**src/sv/fsp_pkg.sv**
```systemverilog
// Shared types, constants and helpers for the frame sync and pattern checker.
package fsp_pkg;

	// Default width of the frame byte counter
	localparam int FSP_INDEX_BITS = 24;
	// Depth of the classified-beat queue between front and back
	localparam int FSP_QUEUE_DEPTH = 4;

	// Register indexes of the configuration port
	localparam logic [1:0] REG_FRAME_WIDTH  = 2'd0;
	localparam logic [1:0] REG_FRAME_HEIGHT = 2'd1;
	localparam logic [1:0] REG_MARKER_WORD  = 2'd2;
	localparam logic [1:0] REG_SYNC_MARKERS = 2'd3;

	// Reset values of the configuration registers
	localparam logic [11:0] FRAME_WIDTH_RST  = 12'd250;
	localparam logic [11:0] FRAME_HEIGHT_RST = 12'd200;
	localparam logic [31:0] MARKER_WORD_RST  = 32'hAA55_AA55;
	localparam logic [1:0]  SYNC_MARKERS_RST = 2'd2;

	// Test pattern bytes that are swapped out
	localparam logic [7:0] PAT_AA = 8'hAA;
	localparam logic [7:0] PAT_AB = 8'hAB;
	localparam logic [7:0] PAT_55 = 8'h55;
	localparam logic [7:0] PAT_56 = 8'h56;
	localparam logic [7:0] PAT_FF = 8'hFF;
	localparam logic [7:0] PAT_FE = 8'hFE;

	typedef enum logic [1:0] {
		PH_SYNC  = 2'd0,
		PH_FRAME = 2'd1,
		PH_HUNT  = 2'd2
	} fsp_phase_t;

	// One classified beat, as handed from front to back
	typedef struct packed {
		logic [1:0] phase;
		logic       valid;
		logic [7:0] pix;
		logic       fend;
		logic       fgood;
	} fsp_rec_t;

	// Expected first-row byte for a column (low byte of the column number, with the three pattern bytes swapped)
	function automatic logic [7:0] fsp_expected(input logic [7:0] col);
		logic [7:0] e;
		e = col;
		case (col)
			PAT_AA:  e = PAT_AB;
			PAT_55:  e = PAT_56;
			PAT_FF:  e = PAT_FE;
			default: e = col;
		endcase
		return e;
	endfunction

endpackage

```
**src/sv/fsp_queue.sv**
```systemverilog
// Short register queue that decouples the front classifier from the back end.
module fsp_queue import fsp_pkg::*; #(
	parameter int DEPTH = FSP_QUEUE_DEPTH
) (
	input  logic     clk,
	input  logic     arst_n,
	input  logic     wr,
	input  fsp_rec_t wdata,
	input  logic     rd,
	output fsp_rec_t rdata,
	output logic     full,
	output logic     empty
);

	localparam int PW = (DEPTH > 1) ? $clog2(DEPTH) : 1;
	localparam int CW = $clog2(DEPTH + 1);
	localparam logic [PW-1:0] LAST_PTR = PW'(DEPTH - 1);
	localparam logic [CW-1:0] DEPTH_C  = CW'(DEPTH);

	fsp_rec_t      mem_q [DEPTH];
	logic [PW-1:0] wr_ptr_q;
	logic [PW-1:0] rd_ptr_q;
	logic [CW-1:0] count_q;
	logic          do_wr;
	logic          do_rd;

	assign full  = (count_q == DEPTH_C);
	assign empty = (count_q == '0);
	assign do_wr = wr & ~full;
	assign do_rd = rd & ~empty;
	assign rdata = mem_q[rd_ptr_q];

	// Store the incoming beat
	always_ff @(posedge clk) begin
		if (do_wr) begin
			mem_q[wr_ptr_q] <= wdata;
		end
	end

	// Advance pointers and occupancy
	always_ff @(posedge clk or negedge arst_n) begin
		if (!arst_n) begin
			wr_ptr_q <= '0;
			rd_ptr_q <= '0;
			count_q  <= '0;
		end else begin
			if (do_wr) begin
				wr_ptr_q <= (wr_ptr_q == LAST_PTR) ? '0 : wr_ptr_q + 1'b1;
			end
			if (do_rd) begin
				rd_ptr_q <= (rd_ptr_q == LAST_PTR) ? '0 : rd_ptr_q + 1'b1;
			end
			if (do_wr && !do_rd) begin
				count_q <= count_q + 1'b1;
			end else if (do_rd && !do_wr) begin
				count_q <= count_q - 1'b1;
			end
		end
	end

endmodule

```
**src/sv/fsp_front.sv**
```systemverilog
// Front end: configuration registers, marker hunt and frame byte classification.
module fsp_front import fsp_pkg::*; #(
	parameter int INDEX_BITS = FSP_INDEX_BITS
) (
	input  logic        clk,
	input  logic        arst_n,
	input  logic        wr_en,
	input  logic [1:0]  wr_index,
	input  logic [31:0] wr_data,
	input  logic        take,
	input  logic [7:0]  rx_byte,
	output fsp_rec_t    rec
);

	// Last byte index of a frame: width*height clamped to the counter range, minus one
	function automatic logic [INDEX_BITS-1:0] last_of(input logic [11:0] w,
		input logic [11:0] h);
		logic [11:0] wn;
		logic [11:0] hn;
		logic [32:0] tot;
		logic [32:0] lim;
		wn  = (w == 12'd0) ? 12'd1 : w;
		hn  = (h == 12'd0) ? 12'd1 : h;
		tot = 33'({12'd0, wn} * {12'd0, hn});
		lim = 33'd1 << INDEX_BITS;
		if (tot > lim) begin
			tot = lim;
		end
		return INDEX_BITS'(tot - 33'd1);
	endfunction

	logic [11:0]           width_q;
	logic [11:0]           height_q;
	logic [31:0]           marker_q;
	logic [1:0]            sync_q;
	logic [INDEX_BITS-1:0] last_q;

	fsp_phase_t            phase_q, phase_n;
	logic [23:0]           win_q, win_n;
	logic [1:0]            fill_q, fill_n;
	logic [1:0]            found_q, found_n;
	logic [INDEX_BITS-1:0] idx_q, idx_n;
	logic                  row_q, row_n;

	logic [31:0] word;
	logic        hit;
	logic [11:0] width_eff;
	logic        first_row;
	logic        mismatch;
	logic        row_ok;
	logic [1:0]  found_inc;

	// Configuration registers; the frame length is recomputed on each size write
	always_ff @(posedge clk or negedge arst_n) begin
		if (!arst_n) begin
			width_q  <= FRAME_WIDTH_RST;
			height_q <= FRAME_HEIGHT_RST;
			marker_q <= MARKER_WORD_RST;
			sync_q   <= SYNC_MARKERS_RST;
			last_q   <= last_of(FRAME_WIDTH_RST, FRAME_HEIGHT_RST);
		end else if (wr_en) begin
			case (wr_index)
				REG_FRAME_WIDTH: begin
					width_q <= wr_data[11:0];
					last_q  <= last_of(wr_data[11:0], height_q);
				end
				REG_FRAME_HEIGHT: begin
					height_q <= wr_data[11:0];
					last_q   <= last_of(width_q, wr_data[11:0]);
				end
				REG_MARKER_WORD: marker_q <= wr_data;
				REG_SYNC_MARKERS: sync_q <= wr_data[1:0];
				default: ;
			endcase
		end
	end

	// Marker window and first-row check terms
	assign word      = {win_q, rx_byte};
	assign hit       = (fill_q == 2'd3) && (word == marker_q);
	assign width_eff = (width_q == 12'd0) ? 12'd1 : width_q;
	assign first_row = 33'(idx_q) < 33'(width_eff);
	assign mismatch  = first_row && (rx_byte != fsp_expected(idx_q[7:0]));
	assign row_ok    = row_q & ~mismatch;
	assign found_inc = (found_q == 2'd3) ? 2'd3 : found_q + 2'd1;

	// Next state and classification of the current beat
	always_comb begin
		phase_n = phase_q;
		win_n   = win_q;
		fill_n  = fill_q;
		found_n = found_q;
		idx_n   = idx_q;
		row_n   = row_q;
		rec       = '0;
		rec.phase = phase_q;
		case (phase_q)
			PH_FRAME: begin
				rec.valid = 1'b1;
				rec.pix   = rx_byte;
				row_n     = row_ok;
				if (idx_q >= last_q) begin
					rec.fend  = 1'b1;
					rec.fgood = row_ok;
					phase_n   = PH_HUNT;
					win_n     = '0;
					fill_n    = '0;
					idx_n     = '0;
					row_n     = 1'b1;
				end else begin
					idx_n = idx_q + 1'b1;
				end
			end
			PH_SYNC: begin
				if (hit) begin
					win_n   = '0;
					fill_n  = '0;
					found_n = found_inc;
					if (found_inc >= sync_q) begin
						phase_n = PH_FRAME;
						idx_n   = '0;
						row_n   = 1'b1;
					end
				end else begin
					win_n  = word[23:0];
					fill_n = (fill_q == 2'd3) ? 2'd3 : fill_q + 2'd1;
				end
			end
			default: begin
				if (hit) begin
					win_n   = '0;
					fill_n  = '0;
					phase_n = PH_FRAME;
					idx_n   = '0;
					row_n   = 1'b1;
				end else begin
					win_n  = word[23:0];
					fill_n = (fill_q == 2'd3) ? 2'd3 : fill_q + 2'd1;
				end
			end
		endcase
	end

	// Commit state on each accepted beat
	always_ff @(posedge clk or negedge arst_n) begin
		if (!arst_n) begin
			phase_q <= PH_SYNC;
			win_q   <= '0;
			fill_q  <= '0;
			found_q <= '0;
			idx_q   <= '0;
			row_q   <= 1'b1;
		end else if (take) begin
			phase_q <= phase_n;
			win_q   <= win_n;
			fill_q  <= fill_n;
			found_q <= found_n;
			idx_q   <= idx_n;
			row_q   <= row_n;
		end
	end

endmodule

```
**src/sv/fsp_back.sv**
```systemverilog
// Back end: frame counters and the output register facing the result side.
module fsp_back import fsp_pkg::*; (
	input  logic        clk,
	input  logic        arst_n,
	input  logic        q_empty,
	input  fsp_rec_t    q_rdata,
	output logic        q_pop,
	input  logic        pop,
	output logic        empty,
	output logic [1:0]  phase,
	output logic        pixel_valid,
	output logic [7:0]  pixel_value,
	output logic        frame_end,
	output logic        frame_good,
	output logic [15:0] good_frames,
	output logic [15:0] bad_frames
);

	fsp_rec_t    out_q;
	logic        out_valid_q;
	logic [15:0] good_q;
	logic [15:0] bad_q;
	logic        load;

	// Refill the output register when it is free or being drained
	assign load  = ~q_empty & (~out_valid_q | pop);
	assign q_pop = load;
	assign empty = ~out_valid_q;

	always_ff @(posedge clk or negedge arst_n) begin
		if (!arst_n) begin
			out_valid_q <= 1'b0;
			good_q      <= '0;
			bad_q       <= '0;
		end else begin
			if (load) begin
				out_valid_q <= 1'b1;
			end else if (pop) begin
				out_valid_q <= 1'b0;
			end
			// Count the frame on its last beat, saturating
			if (load && q_rdata.fend) begin
				if (q_rdata.fgood) begin
					if (good_q != 16'hFFFF) begin
						good_q <= good_q + 16'd1;
					end
				end else if (bad_q != 16'hFFFF) begin
					bad_q <= bad_q + 16'd1;
				end
			end
		end
	end

	// Hold the beat payload
	always_ff @(posedge clk) begin
		if (load) begin
			out_q <= q_rdata;
		end
	end

	assign phase       = out_q.phase;
	assign pixel_valid = out_q.valid;
	assign pixel_value = out_q.pix;
	assign frame_end   = out_q.fend;
	assign frame_good  = out_q.fgood;
	assign good_frames = good_q;
	assign bad_frames  = bad_q;

endmodule

```
**src/sv/frame_sync_pattern_checker_top.sv**
```systemverilog
// Pushed bytes pass through a queue entry and then the output register.
// Throughput: one byte per cycle unless full; a four-entry queue between classifier
// and counters absorbs result-side stalls; full rises once all four entries are taken.
// Reset (arst_n low, asynchronous): initial sync, empty window, counters zero,
// configuration back to 250 x 200, marker AA55AA55, two sync markers.
module frame_sync_pattern_checker_top import fsp_pkg::*; #(
	parameter int INDEX_BITS  = FSP_INDEX_BITS,
	parameter int QUEUE_DEPTH = FSP_QUEUE_DEPTH
) (
	input  logic        clk,
	input  logic        arst_n,
	input  logic        wr_en,
	input  logic [1:0]  wr_index,
	input  logic [31:0] wr_data,
	input  logic        push,
	output logic        full,
	input  logic [7:0]  rx_byte,
	output logic        empty,
	input  logic        pop,
	output logic [1:0]  phase,
	output logic        pixel_valid,
	output logic [7:0]  pixel_value,
	output logic        frame_end,
	output logic        frame_good,
	output logic [15:0] good_frames,
	output logic [15:0] bad_frames
);

	fsp_rec_t rec;
	fsp_rec_t q_rdata;
	logic     take;
	logic     q_empty;
	logic     q_pop;

	assign take = push & ~full;

	fsp_front #(
		.INDEX_BITS (INDEX_BITS)
	) u_front (
		.clk      (clk),
		.arst_n   (arst_n),
		.wr_en    (wr_en),
		.wr_index (wr_index),
		.wr_data  (wr_data),
		.take     (take),
		.rx_byte  (rx_byte),
		.rec      (rec)
	);

	fsp_queue #(
		.DEPTH (QUEUE_DEPTH)
	) u_queue (
		.clk    (clk),
		.arst_n (arst_n),
		.wr     (take),
		.wdata  (rec),
		.rd     (q_pop),
		.rdata  (q_rdata),
		.full   (full),
		.empty  (q_empty)
	);

	fsp_back u_back (
		.clk         (clk),
		.arst_n      (arst_n),
		.q_empty     (q_empty),
		.q_rdata     (q_rdata),
		.q_pop       (q_pop),
		.pop         (pop),
		.empty       (empty),
		.phase       (phase),
		.pixel_valid (pixel_valid),
		.pixel_value (pixel_value),
		.frame_end   (frame_end),
		.frame_good  (frame_good),
		.good_frames (good_frames),
		.bad_frames  (bad_frames)
	);

endmodule

```
**config.mk**
```make
export PLATFORM = sky130hd
export DESIGN_NAME = frame_sync_pattern_checker_top
export DESIGN_NICKNAME = d
export VERILOG_FILES = /design/src/sv/fsp_pkg.sv /design/src/sv/fsp_queue.sv /design/src/sv/fsp_front.sv /design/src/sv/fsp_back.sv /design/src/sv/frame_sync_pattern_checker_top.sv
export SDC_FILE = /design/constraint.sdc
export NUM_CORES = 1
export LEC_CHECK = 0
export CAP_MARGIN = 20
export CORE_MARGIN = 1.5
export CORE_UTILIZATION = 30
export CTS_CLUSTER_DIAMETER = 50
export DETAILED_ROUTE_END_ITERATION = 8
export DONT_BUFFER_PORTS = 1
export GPL_TIMING_DRIVEN = 0
export MAX_ROUTING_LAYER = met4
export PLACE_DENSITY_LB_ADDON = 0.08
export SLEW_MARGIN = 15
export SYNTH_ARGS = -nofsm -noshare
export SYNTH_HDL_FRONTEND = slang
export SYNTH_HIERARCHICAL = 1
export SYNTH_SLANG_ARGS = --single-unit
```
**constraint.sdc**
```tcl
create_clock -name clk -period 11.1 [get_ports clk]
set_clock_uncertainty 0.2 [all_clocks]
set_input_delay 1.665 -clock clk [delete_from_list [all_inputs] [get_ports clk]]
set_output_delay 1.665 -clock clk [all_outputs]
set_load 0.05 [all_outputs]
```
==> impl_results.md, run 1 <==
- Residual DRC: 0
- Most frequent cells in the layout: inv_1, nand2_1, fa_1
- Initial antenna violation count: 3
- Largest net degree at the start of global routing: about 180
- Post-synth ARST share: 0.731
- Critical Path Start Type: primary input
- Post-synthesis adder-cell area fraction: 0.298
- Clk Latency, worst-skew pair: around 0.58 ns
- CTS Buffer Depth: 3
- # clock sinks: 242
- # resized after CTS: 0
- Total global routing overflow: 0
- Die Ht: 277 µm
- Share of layout cells above drive strength 1: 0.0800
- CORE AREA: 74300 µm²
- RSZ-0062 raised after global routing: no
- Finished Cell Area: about 25000 µm²
- Worst path bufs/invs: 5
- DR vias/cell: between 4 and 5
- Root Driver: clkbuf_16
- Die width: 277 µm
- Nets: 2842
- Crit. path cell count: 18
- Setup crit end kind: flip-flop
- CTS H-tree lvls: 1
- Post-Route WL: 69000 µm
- Final Hold Fails: 0
- Min Tclk post-route: 8.19 ns
- Hpwl dp: 54700 µm
- CTS clk-pin slew, worst paths: 0.06 ns
- Remaining antenna violation count: 0
- Most used cell, CP: fa_1
- Max cap viols: 0
- Setup CP Type: primary input to flip-flop
- Pins Over Slew Limit: 0
- Hold-fix buffers, CTS: 0
- Ys flop type: dfrtp_1
- Commonest non-fill, non-tap cell in the layout: inv_1
- Reg2reg setup slack: 3.82 ns
- Register bit total from synthesis: approximately 240
- Critical path's largest stage delay: 0.77 ns
- Cell area after synthesis: 22500 µm²
- First-pass GRT wire length: 108000 µm
- Post-synthesis mux area share: 0.0400
- Worst hold path class: flip-flop to flip-flop
- DR vias: between 15000 and 20000
- Fill count: 7791
- EDFF count, synth: 65
- Syn Nets: 2806
- Routability cong.: 0.838
- Crit path max-delay family: adder cells
- Num CTS Buffers: 31
- Critical path required time: 11.35 ns
- Tcrit/Tclk final: 0.738
- Depth of the worst register-to-register path: 20
- Setup TNS: 0 ns
- Synth Area per Inst: between 9 and 10 µm²
- Row cnt: 100
- Netlist cell types: 81
- DP Area: 23800 µm²
- Synthesized-area fraction occupied by and/or/nand/nor cells: 0.163
- Area of the multi-input gates: 14100 µm²
- First-iteration detailed-routing DRC count: 768
- Sequential fraction of the synthesis area: 0.285
- Xor/xnor share of the synthesized area: 0.0451
- Outcome: finished, final reports clean
- Die area: 76700 µm²
- Port bufs: 0
- Fmax: 122 MHz
- Worst Max-Slew Pin Slew: 1.09 ns
- TritonCTS clock tree: yes
- Io pins: 94
- Layout area overhead: 10.4%
- Worst-path cell chain: clkbuf_1, clkbuf_1, nand2_1, fa_1, fa_1, inv_1, fa_1, fa_1, inv_1, fa_1, inv_1, ha_1, a211oi_1, nand2_1, o311ai_0, o21ai_0, xor2_1, a221o_1
- Compound-Gate Fraction of Synth Area: 0.0781
- Main combinational cell family by area after synthesis: adder cells
- Critical Path AT: between 8 and 9 ns
- YS warnings: 6
- GRT Overall Usage: 0.189
- Final setup viols: 0
- First-pass iteration count of the detailed router: 5
- Worst path slowest cell: clkbuf_1
- Register area: 6430 µm²
- Worst Hold Depth: 2
- Vias in the first global route: 17600
- Post-CTS Setup Bufs: 0
- Relative slew slack: 0.276
- Max FO, Critical Path: 10
- Post-Syn Instances: 2352
- DR WL/cell: slightly above 20 µm
- Starting Density: 0.303
-- per-stage QoR --
step | setup WS [ns] | std cells | utilization | hold slack [ns]
5_1_grt | 2.60 | 3383 | 0.335 | 0.301
3_5_place_dp | 2.33 | 3324 | 0.320 | 0.263
6_report | 2.91 | 3383 | 0.335 | 0.278
4_1_cts | 2.92 | 3382 | 0.335 | 0.283
2_1_floorplan | 4.07 | 2352 | - | 0.247
3_3_place_gp | 2.10 | 3321 | 0.319 | 0.261
-- cell usage after synthesis, drive strengths merged (5+ instances only) --
library cell	number	area, µm²
inv	421	1580
nand2	299	1120
fa	217	4340
ha	190	2380
and2	147	920
dfrtp	141	3530
clkbuf	90	339
nor2	81	309
xor2	67	587
edfxtp	65	1950
o21ai	60	300
a21oi	57	285
xnor2	49	429
mux2	48	548
nand3	38	190
dfstp	36	946
nand4	30	188
o31ai	30	230
nor3	25	125
nor4	21	153
a21o	20	150
buf	20	106
a211oi	15	113
a31oi	15	93.8
mux4	13	293
and3	12	75.1
and4	11	96.3
nand2b	11	68.8
nor4b	10	125
o211ai	10	75.1
or3	8	50.1
a211o	7	61.3
nor2b	7	58.8
mux2i	6	60.1
o21a	6	45.0
or2	6	37.5
or4b	6	63.8
o22ai	5	31.3
-- worst register-to-register path: cells and delay by family (launching register included) --
kind / cells / cell delay (ns)
adder cells (fa/ha/maj): 6 / 2.76
AO/OA/AOI/OAI: 7 / 2.21
AND/OR/NAND/NOR: 2 / 0.77
buffers and inverters: 4 / 0.66
flip-flops: 1 / 0.44
multiplexers: 1 / 0.13
-- flip-flops by register name, indices dropped and copies added, names as in the netlist, 3 cells and up --
register and flops:
u_back/good_frames 16, u_front/idx_q 24, u_front/height_q 12, u_queue/mem_q 52, u_front/width_q 12, u_front/last_q 24, u_back/bad_frames 16, u_front/marker_q 32
u_front/win_q 24, u_queue/count_q 3, u_back/pixel_value 8
-- routing by layer --
metal,wire (µm),track usage,up-vias
met5,0,-,-
met4,2350,0.0604,0
met2,33000,0.311,261
met3,2280,0.0202,108
met1,31400,0.244,8142
li1,-,-,7710
-- kinds of logic after synthesis --
logic type | after synthesis
mux | 67
buf+inv | 531
flops | 242
compound gates | 267
simple gates | 722
fa+ha+maj | 407
xor+xnor | 116
-- final cells by class --
class	instances	area share
buffer	110	0.0180
multi-input combinational	1579	0.566
inverter	421	0.0636
clock buffer	35	0.0318
clock inverter	23	0.0120
timing repair buffer	3	0.00151
tap	969	0.0488
sequential	242	0.258
antenna	1	0.000101
-- final timing paths --
check | start | endpoint
setup / recovery | wr_data[8] | u_front/last_q[17]$_DFFE_PN0P_
min in group asynchronous | arst_n | u_back/bad_frames[14]$_DFFE_PN0P_
setup reg to reg | u_front/width_q[8]$_DFFE_PN0P_ | u_front/last_q[23]$_DFFE_PN0P_
hold / removal | u_front/last_q[3]$_DFFE_PN1P_ | u_front/last_q[3]$_DFFE_PN1P_
max in group asynchronous | arst_n | u_front/width_q[7]$_DFFE_PN1P_
hold reg to reg | u_front/last_q[3]$_DFFE_PN1P_ | u_front/last_q[3]$_DFFE_PN1P_
Power of run 1 is not shown: default switching activity piles up to over one toggle a cycle in this logic, so the estimate is an artifact.
==> run 2, diff against run 1 <==
Settings changed: ABC_AREA set to 1.
Clock period 11.1 ns to 6.9 ns, I/O delays scaled along.
==> run 2 against run 1 <==
Effect of this change:
- non-clock buffer count down 3
- synthesized area increased by 7.6%
- sequential share of layout area decreased by 1.9 points
- largest cell class unchanged
- highest routed layer unchanged
==> impl_results.md, run 2 <==
- CTS Buffer Depth: 3 (unchanged)
- CTS clk-pin slew, worst paths: 0.07 ns (about the same)
- EDFF count, synth: 65 (unchanged)
- Biggest register: u_queue/mem_q
- Post-synth ARST share: 0.731 (unchanged)
- Sequential fraction of the synthesis area: 0.265 (-0.0201)
- Synthesized-area fraction occupied by and/or/nand/nor cells: 0.217 (+0.0543)
- Largest net degree at the start of global routing: 142 (-20%)
- Final Hold Fails: 0 (unchanged)
- Critical path required time: 7.13 ns (-4.22 ns)
- Max cap viols: 0 (unchanged)
- Synth Area per Inst: 7.76 µm² (-19%)
- Initial antenna violation count: 0 (-3)
- Num CTS Buffers: 31 (unchanged)
- Depth of the worst register-to-register path: 20 (unchanged)
- ANT cells: 0 (-1)
- Final setup viols: 0 (unchanged)
- Ys flop type: dfrtp_1
- Syn Nets: 3577 (+27%)
- Register bit total from synthesis: 242 (unchanged)
- Biggest regs: u_queue/mem_q: 52 flops, u_front/marker_q: 32 flops
- CORE AREA: 80200 µm² (+7.9%)
- Worst hold path class: primary input to async pin
- Post-Route WL: 78100 µm (+13%)
- YS warnings: 6 (unchanged)
- GRT Overall Usage: 0.200 (+0.0109)
- Port bufs: 0 (unchanged)
- Relative slew slack: 0.385 (+0.109)
- DR vias: 19800 (+22%)
- TritonCTS clock tree: yes
- DR vias/cell: 4.66 (-2.8%)
- Post-CTS Setup Bufs: 0 (unchanged)
- Die width: 287 µm (+3.7%)
- Most frequent cells in the layout: nand2_1, inv_1, fa_1
- First-pass iteration count of the detailed router: 5 (unchanged)
- # clock sinks: 242 (unchanged)
- Main combinational cell family by area after synthesis: adder cells
- Total global routing overflow: 0 (unchanged)
- Residual DRC: 0 (unchanged)
- Setup CP Type: primary input to flip-flop
- DR WL/cell: 18.4 µm (-9.8%)
- RR Endpoint: u_front/last_q[21]$_DFFE_PN0P_
- Io pins: 94 (unchanged)
- Die Ht: 287 µm (+3.7%)
- Outcome: finished, final reports clean
- Starting Density: 0.302 (-0.000829)
- Die area: 82400 µm² (+7.5%)
- Pins Over Slew Limit: 0 (unchanged)
- Routability cong.: 0.883 (+5.4%)
- Remaining antenna violation count: 0 (unchanged)
- Vias in the first global route: 20700 (+18%)
- Share of layout cells above drive strength 1: 0.0741 (-0.00591)
- Critical Path AT: 6.82 ns (-1.62 ns)
- Xor/xnor share of the synthesized area: 0.0257 (-0.0194)
- Setup crit end kind: flip-flop
- Row cnt: 104 (+4.0%)
- Max FO, Critical Path: 10 (unchanged)
- First-pass GRT wire length: 123000 µm (+14%)
- Netlist cell types: 51 (-37%)
- Top post-synthesis cells by count: nand2_1, inv_1, fa_1, ha_1, nor2_1
- Leading area contributor after synthesis: fa_1
- Setup TNS: 0 ns (unchanged)
- Fmax: ~150 MHz
- Critical Path Start Type: primary input
- Fill count: 8667 (+11%)
- Compound-Gate Fraction of Synth Area: 0.0744 (-0.00373)
- Post-synthesis mux area share: 0.00837 (-0.0316)
- First-iteration detailed-routing DRC count: 1188 (+55%)
- Worst Max-Slew Pin Slew: 0.923 ns (-0.164 ns)
- Layout area overhead: 10.7%
- R2r startpoint: u_front/width_q[10]$_DFFE_PN0P_
- Hpwl dp: 63200 µm (+16%)
- Root Driver: clkbuf_16
- Min Tclk post-route: around 6.6 ns
- RSZ-0062 raised after global routing: no
- Post-Syn Instances: 3123 (+33%)
- Clk Latency, worst-skew pair: 0.57 ns (about the same)
- Max reg flops: 52 (unchanged)
- Commonest non-fill, non-tap cell in the layout: nand2_1
- Area fraction of the dominant cell type after synthesis: 0.179 (-0.0136)
- CTS H-tree lvls: 1 (unchanged)
- Top cells by area, synth: fa_1, dfrtp_1, nand2_1
- Cell area after synthesis: 24200 µm² (+7.6%)
- Post-synthesis adder-cell area fraction: 0.278 (-0.0210)
- Nets: 3616 (+27%)
- Tcrit/Tclk final: 0.954
- Most common cell in the netlist: nand2_1
- Reg2reg setup slack: 0.56 ns (-3.26 ns)
==> run 2: changes by cell type in the layout (fill, tap and decap cells not counted), sizes merged, moves of 66 or more <==
cell,previous run,this run
nand2,299,867
nor2,81,188
inv,427,703
nand3,38,104
o21ai,60,157
and2,147,2
==> run 2: area by class of cell <==
cell class	instances	area, µm²	area share
Multi-Input combinational cell	2071	14600	0.546
Sequential cell	242	6430	0.240
Inverter	706	2650	0.0990
Tap cell	1060	1330	0.0495
Clock buffer	37	840	0.0313
Buffer	104	552	0.0206
Clock inverter	20	284	0.0106
Timing Repair Buffer	6	87.6	0.00327
==> run 2: worst max-delay path: stages <==
cell and delay (ns):
clkbuf_1 0.53, clkbuf_2 0.45, nand2_1 0.13, fa_1 0.56, inv_1 0.05, fa_1 0.54, fa_1 0.42, fa_1 0.49
inv_1 0.05, fa_1 0.47, inv_1 0.04, ha_1 0.49, nand2_1 0.18, nor2_1 0.20, inv_1 0.08, nor3_1 0.17
nand3_1 0.13, nand3_1 0.11, nand2_1 0.05, nand3_1 0.12, o21ai_0 0.21, nand2_1 0.15, o21ai_0 0.10
==> run 2: routing by layer <==
metal	track usage	part of all wire	up-vias
li1	-	-	9617
met1	0.247	0.44	9695
met2	0.348	0.50	364
met3	0.0161	0.037	103
met4	0.0563	0.028	0
met5	-	0	-
==> run 2: metrics by stage <==
stage                     hold WS (ns)  worst slack (ns)  instance area (µm²)  utilization  std cells
after floorplan                  0.248             0.825                24200            -       3123
after global placement           0.264            -0.890                25500        0.319       4183
after detailed placement         0.267            -0.876                25600        0.320       4188
after CTS                       0.0869            0.0296                26800        0.334       4246
after global routing            0.0865            0.0428                26800        0.334       4246
final                            0.113             0.314                26800        0.334       4246
==> run 2: kinds of logic (layout without fill, tap and decap cells) <==
group                    count (synthesis)  count (layout)
adder cells (fa/ha/maj)                407             407
AO/OA/AOI/OAI                          309             309
buffers and inverters                  810             873
multiplexers                            18              18
flip-flops                             242             242
XOR/XNOR                                71              71
AND/OR/NAND/NOR                       1266            1266
==> run 2: worst max path at each step <==
stage,from,to,slack (ns),cells past startpoint
floorplan,wr_data[3],u_front/last_q[20]$_DFFE_PN0P_,0.83,26
global placement,wr_data[9],u_front/last_q[20]$_DFFE_PN0P_,-0.89,26
detailed placement,wr_data[9],u_front/last_q[20]$_DFFE_PN0P_,-0.88,26
CTS,wr_data[9],u_front/last_q[22]$_DFFE_PN0P_,0.03,23
global route,wr_data[3],u_front/last_q[22]$_DFFE_PN0P_,0.04,26
finish,wr_data[6],u_front/last_q[22]$_DFFE_PN0P_,0.31,23
==> run 2: repair_timing <==
item	in CTS	in global routing
hold buffers	1	0
endpoints found under the setup margin	8	8
hold endpoints to repair	141	0
resized for setup	2	32
Power of run 2 is left out for the same reason.
==> run 3, diff against run 2 <==
Settings changed: CTS_BUF_LIST set to sky130_fd_sc_hd__clkbuf_16.
==> run 3 against run 2 <==
Effect of this change:
- clock-buffer cell count shrank 5
- cell count is the same
- routed wire length is essentially flat
- largest cell class unchanged
- worst hold slack is essentially flat
- critical path type unchanged
- highest routed layer unchanged
- global-route usage is the same
==> impl_results.md, run 3 (same netlist as run 2, synthesis figures left out) <==
- Outcome: finished, final reports clean
- Max cap viols: 0 (unchanged)
- WHS: 0.113 ns (-0.000209 ns)
- Biggest register: u_queue/mem_q
- Final setup viols: 0 (unchanged)
- # clock sinks: 242 (unchanged)
- Remaining antenna violation count: 0 (unchanged)
- Commonest non-fill, non-tap cell in the layout: nand2_1
- Area of the multi-input gates: 14600 µm² (unchanged)
- Tcrit/Tclk final: 0.958 (+0.00394)
- Max FO, Critical Path: 10 (unchanged)
- Biggest regs: u_queue/mem_q: 52 flops, u_front/marker_q: 32 flops
- Depth of the worst register-to-register path: 20 (unchanged)
- Total global routing overflow: 0 (unchanged)
- Worst path slowest cell: fa_1
- Port bufs: 0 (unchanged)
- Met2 Use GR: 0.348 (unchanged)
- Starting Density: 0.302 (unchanged)
- CP Launch Point: wr_data[6]
- Critical path required time: 7.13 ns (about the same)
- First-pass GRT wire length: 123000 µm (unchanged)
- Min Tclk post-route: 6.61 ns (+0.0272 ns)
- DR vias: 19800 (+0.22%)
- Num CTS Buffers: 31 (unchanged)
- Relative slew slack: 0.385 (about the same)
- RSZ-0062 raised after global routing: no
- Worst Max-Slew Pin Slew: 0.923 ns (-0.000479 ns)
- Reg2reg setup slack: 0.56 ns (about the same)
- Setup crit end kind: flip-flop
- Share of layout cells above drive strength 1: 0.0738 (-0.000314)
- Worst path bufs/invs: 6 (unchanged)
- Most frequent cells in the layout: nand2_1, inv_1, fa_1
- Post-Route WL: 78200 µm (about the same)
- Setup CP Type: primary input to flip-flop
- TritonCTS clock tree: yes
- Finished Cell Area: 26800 µm² (about the same)
- Largest net degree at the start of global routing: 142 (unchanged)
- First-iteration detailed-routing DRC count: 1206 (+1.5%)
- Crit path max-delay family: adder cells
- Root Driver: clkbuf_16
- DP Area: 25600 µm² (unchanged)
- Critical Path AT: 6.85 ns (+0.03 ns)
- Setup Slack @ Placement: -0.876 ns (unchanged)
- R2r startpoint: u_front/width_q[10]$_DFFE_PN0P_
- Hpwl dp: 63200 µm (unchanged)
- Residual DRC: 0 (unchanged)
- Row cnt: 104 (unchanged)
- ANT cells: 0 (unchanged)
- Final Hold Fails: 0 (unchanged)
- Fill count: 8668 (+0.012%)
- Grt peak-use layer: met2
- DR WL/cell: 18.4 µm (about the same)
- M1 GR Usage: 0.247 (unchanged)
- Max reg flops: 52 (unchanged)
- Die area: 82400 µm² (unchanged)
- CTS H-tree lvls: 1 (unchanged)
- GRT met3 Usage: 0.0161 (unchanged)
- DR vias/cell: 4.67 (+0.22%)
- Initial antenna violation count: 0 (unchanged)
- Vias in the first global route: 20700 (+0.014%)
- PnR worst setup slack: 0.287 ns (-0.0272 ns)
- Critical path's largest stage delay: 0.56 ns (about the same)
- Critical Path Start Type: primary input
- Routability cong.: 0.883 (unchanged)
- Io pins: 94 (unchanged)
- Pins Over Slew Limit: 0 (unchanged)
- RR Endpoint: u_front/last_q[22]$_DFFE_PN0P_
- Register area: 6430 µm² (unchanged)
- Die width: 287 µm (unchanged)
- Most used cell, CP: fa_1
- Nets: 3616 (unchanged)
- CORE AREA: 80200 µm² (unchanged)
- Worst hold path class: primary input to async pin
- Crit. path cell count: 23 (unchanged)
- Die Ht: 287 µm (unchanged)
- CTS clk-pin slew, worst paths: 0.07 ns (about the same)
- Worst-path cell chain: clkbuf_1, clkbuf_2, nand2_1, fa_1, inv_1, fa_1, fa_1, fa_1, inv_1, fa_1, inv_1, ha_1, nand2_1, nor2_1, inv_1, nor3_1, nand3_1, nand3_1, nand2_1, nand3_1, o21ai_0, nand2_1, o21ai_0
- Layout area overhead: 10.6% (about the same)
- Fmax: 151 MHz (-0.41%)
- Worst setup path end: u_front/last_q[22]$_DFFE_PN0P_
- GRT Overall Usage: 0.200 (unchanged)
- CTS Buffer Depth: 3 (unchanged)
- Clk Latency, worst-skew pair: 0.57 ns (about the same)
- First-pass iteration count of the detailed router: 6 (+1)
run 3: cell count changes in the layout (fill, tap and decap cells not counted):
cell / delta
clkbuf_1: -3
clkinv_1: +1
inv_2: +1
inv_1: +3
clkbuf_8: -2
run 3: worst min path at each step:
stage | startpoint | to | cells past startpoint | slack (ns)
global route | arst_n | u_front/marker_q[16]$_DFFE_PN1P_ | 0 | 0.09
CTS | arst_n | u_front/marker_q[16]$_DFFE_PN1P_ | 0 | 0.09
floorplan | u_front/last_q[14]$_DFFE_PN1P_ | u_front/last_q[14]$_DFFE_PN1P_ | 2 | 0.25
global placement | u_front/last_q[14]$_DFFE_PN1P_ | u_front/last_q[14]$_DFFE_PN1P_ | 2 | 0.26
detailed placement | u_front/last_q[13]$_DFFE_PN0P_ | u_front/last_q[13]$_DFFE_PN0P_ | 2 | 0.27
finish | arst_n | u_front/marker_q[16]$_DFFE_PN1P_ | 0 | 0.11
run 3: per-stage QoR:
step,utilization,TNS (ns),cells
floorplan,-,0,3123
global placement,0.319,-8.73,4183
detailed placement,0.320,-8.23,4188
CTS,0.334,0,4246
global route,0.334,0,4246
finish,0.334,0,4246
run 3: final cells by class:
type,instances,share of cell area
Inverter,706,0.0990
Clock buffer,32,0.0299
Buffer,104,0.0206
Timing Repair Buffer,6,0.00327
Tap cell,1060,0.0495
Clock inverter,25,0.0113
Multi-Input combinational cell,2071,0.546
Sequential cell,242,0.240
run 3: per-layer routing:
layer	part of all wire	vias to the layer above
met3	0.037	104
met4	0.028	0
met5	0	-
met1	0.44	9719
met2	0.50	381
li1	-	9618
run 3: timing repair:
action	4_1_cts	5_1_grt
endpoints found under the hold margin	141	0
pin swaps	0	0
hold buffers	1	0
gates resized for setup	2	32
setup buffers	0	0
endpoints found under the setup margin	8	8
Power of run 3 is left out for the same reason.
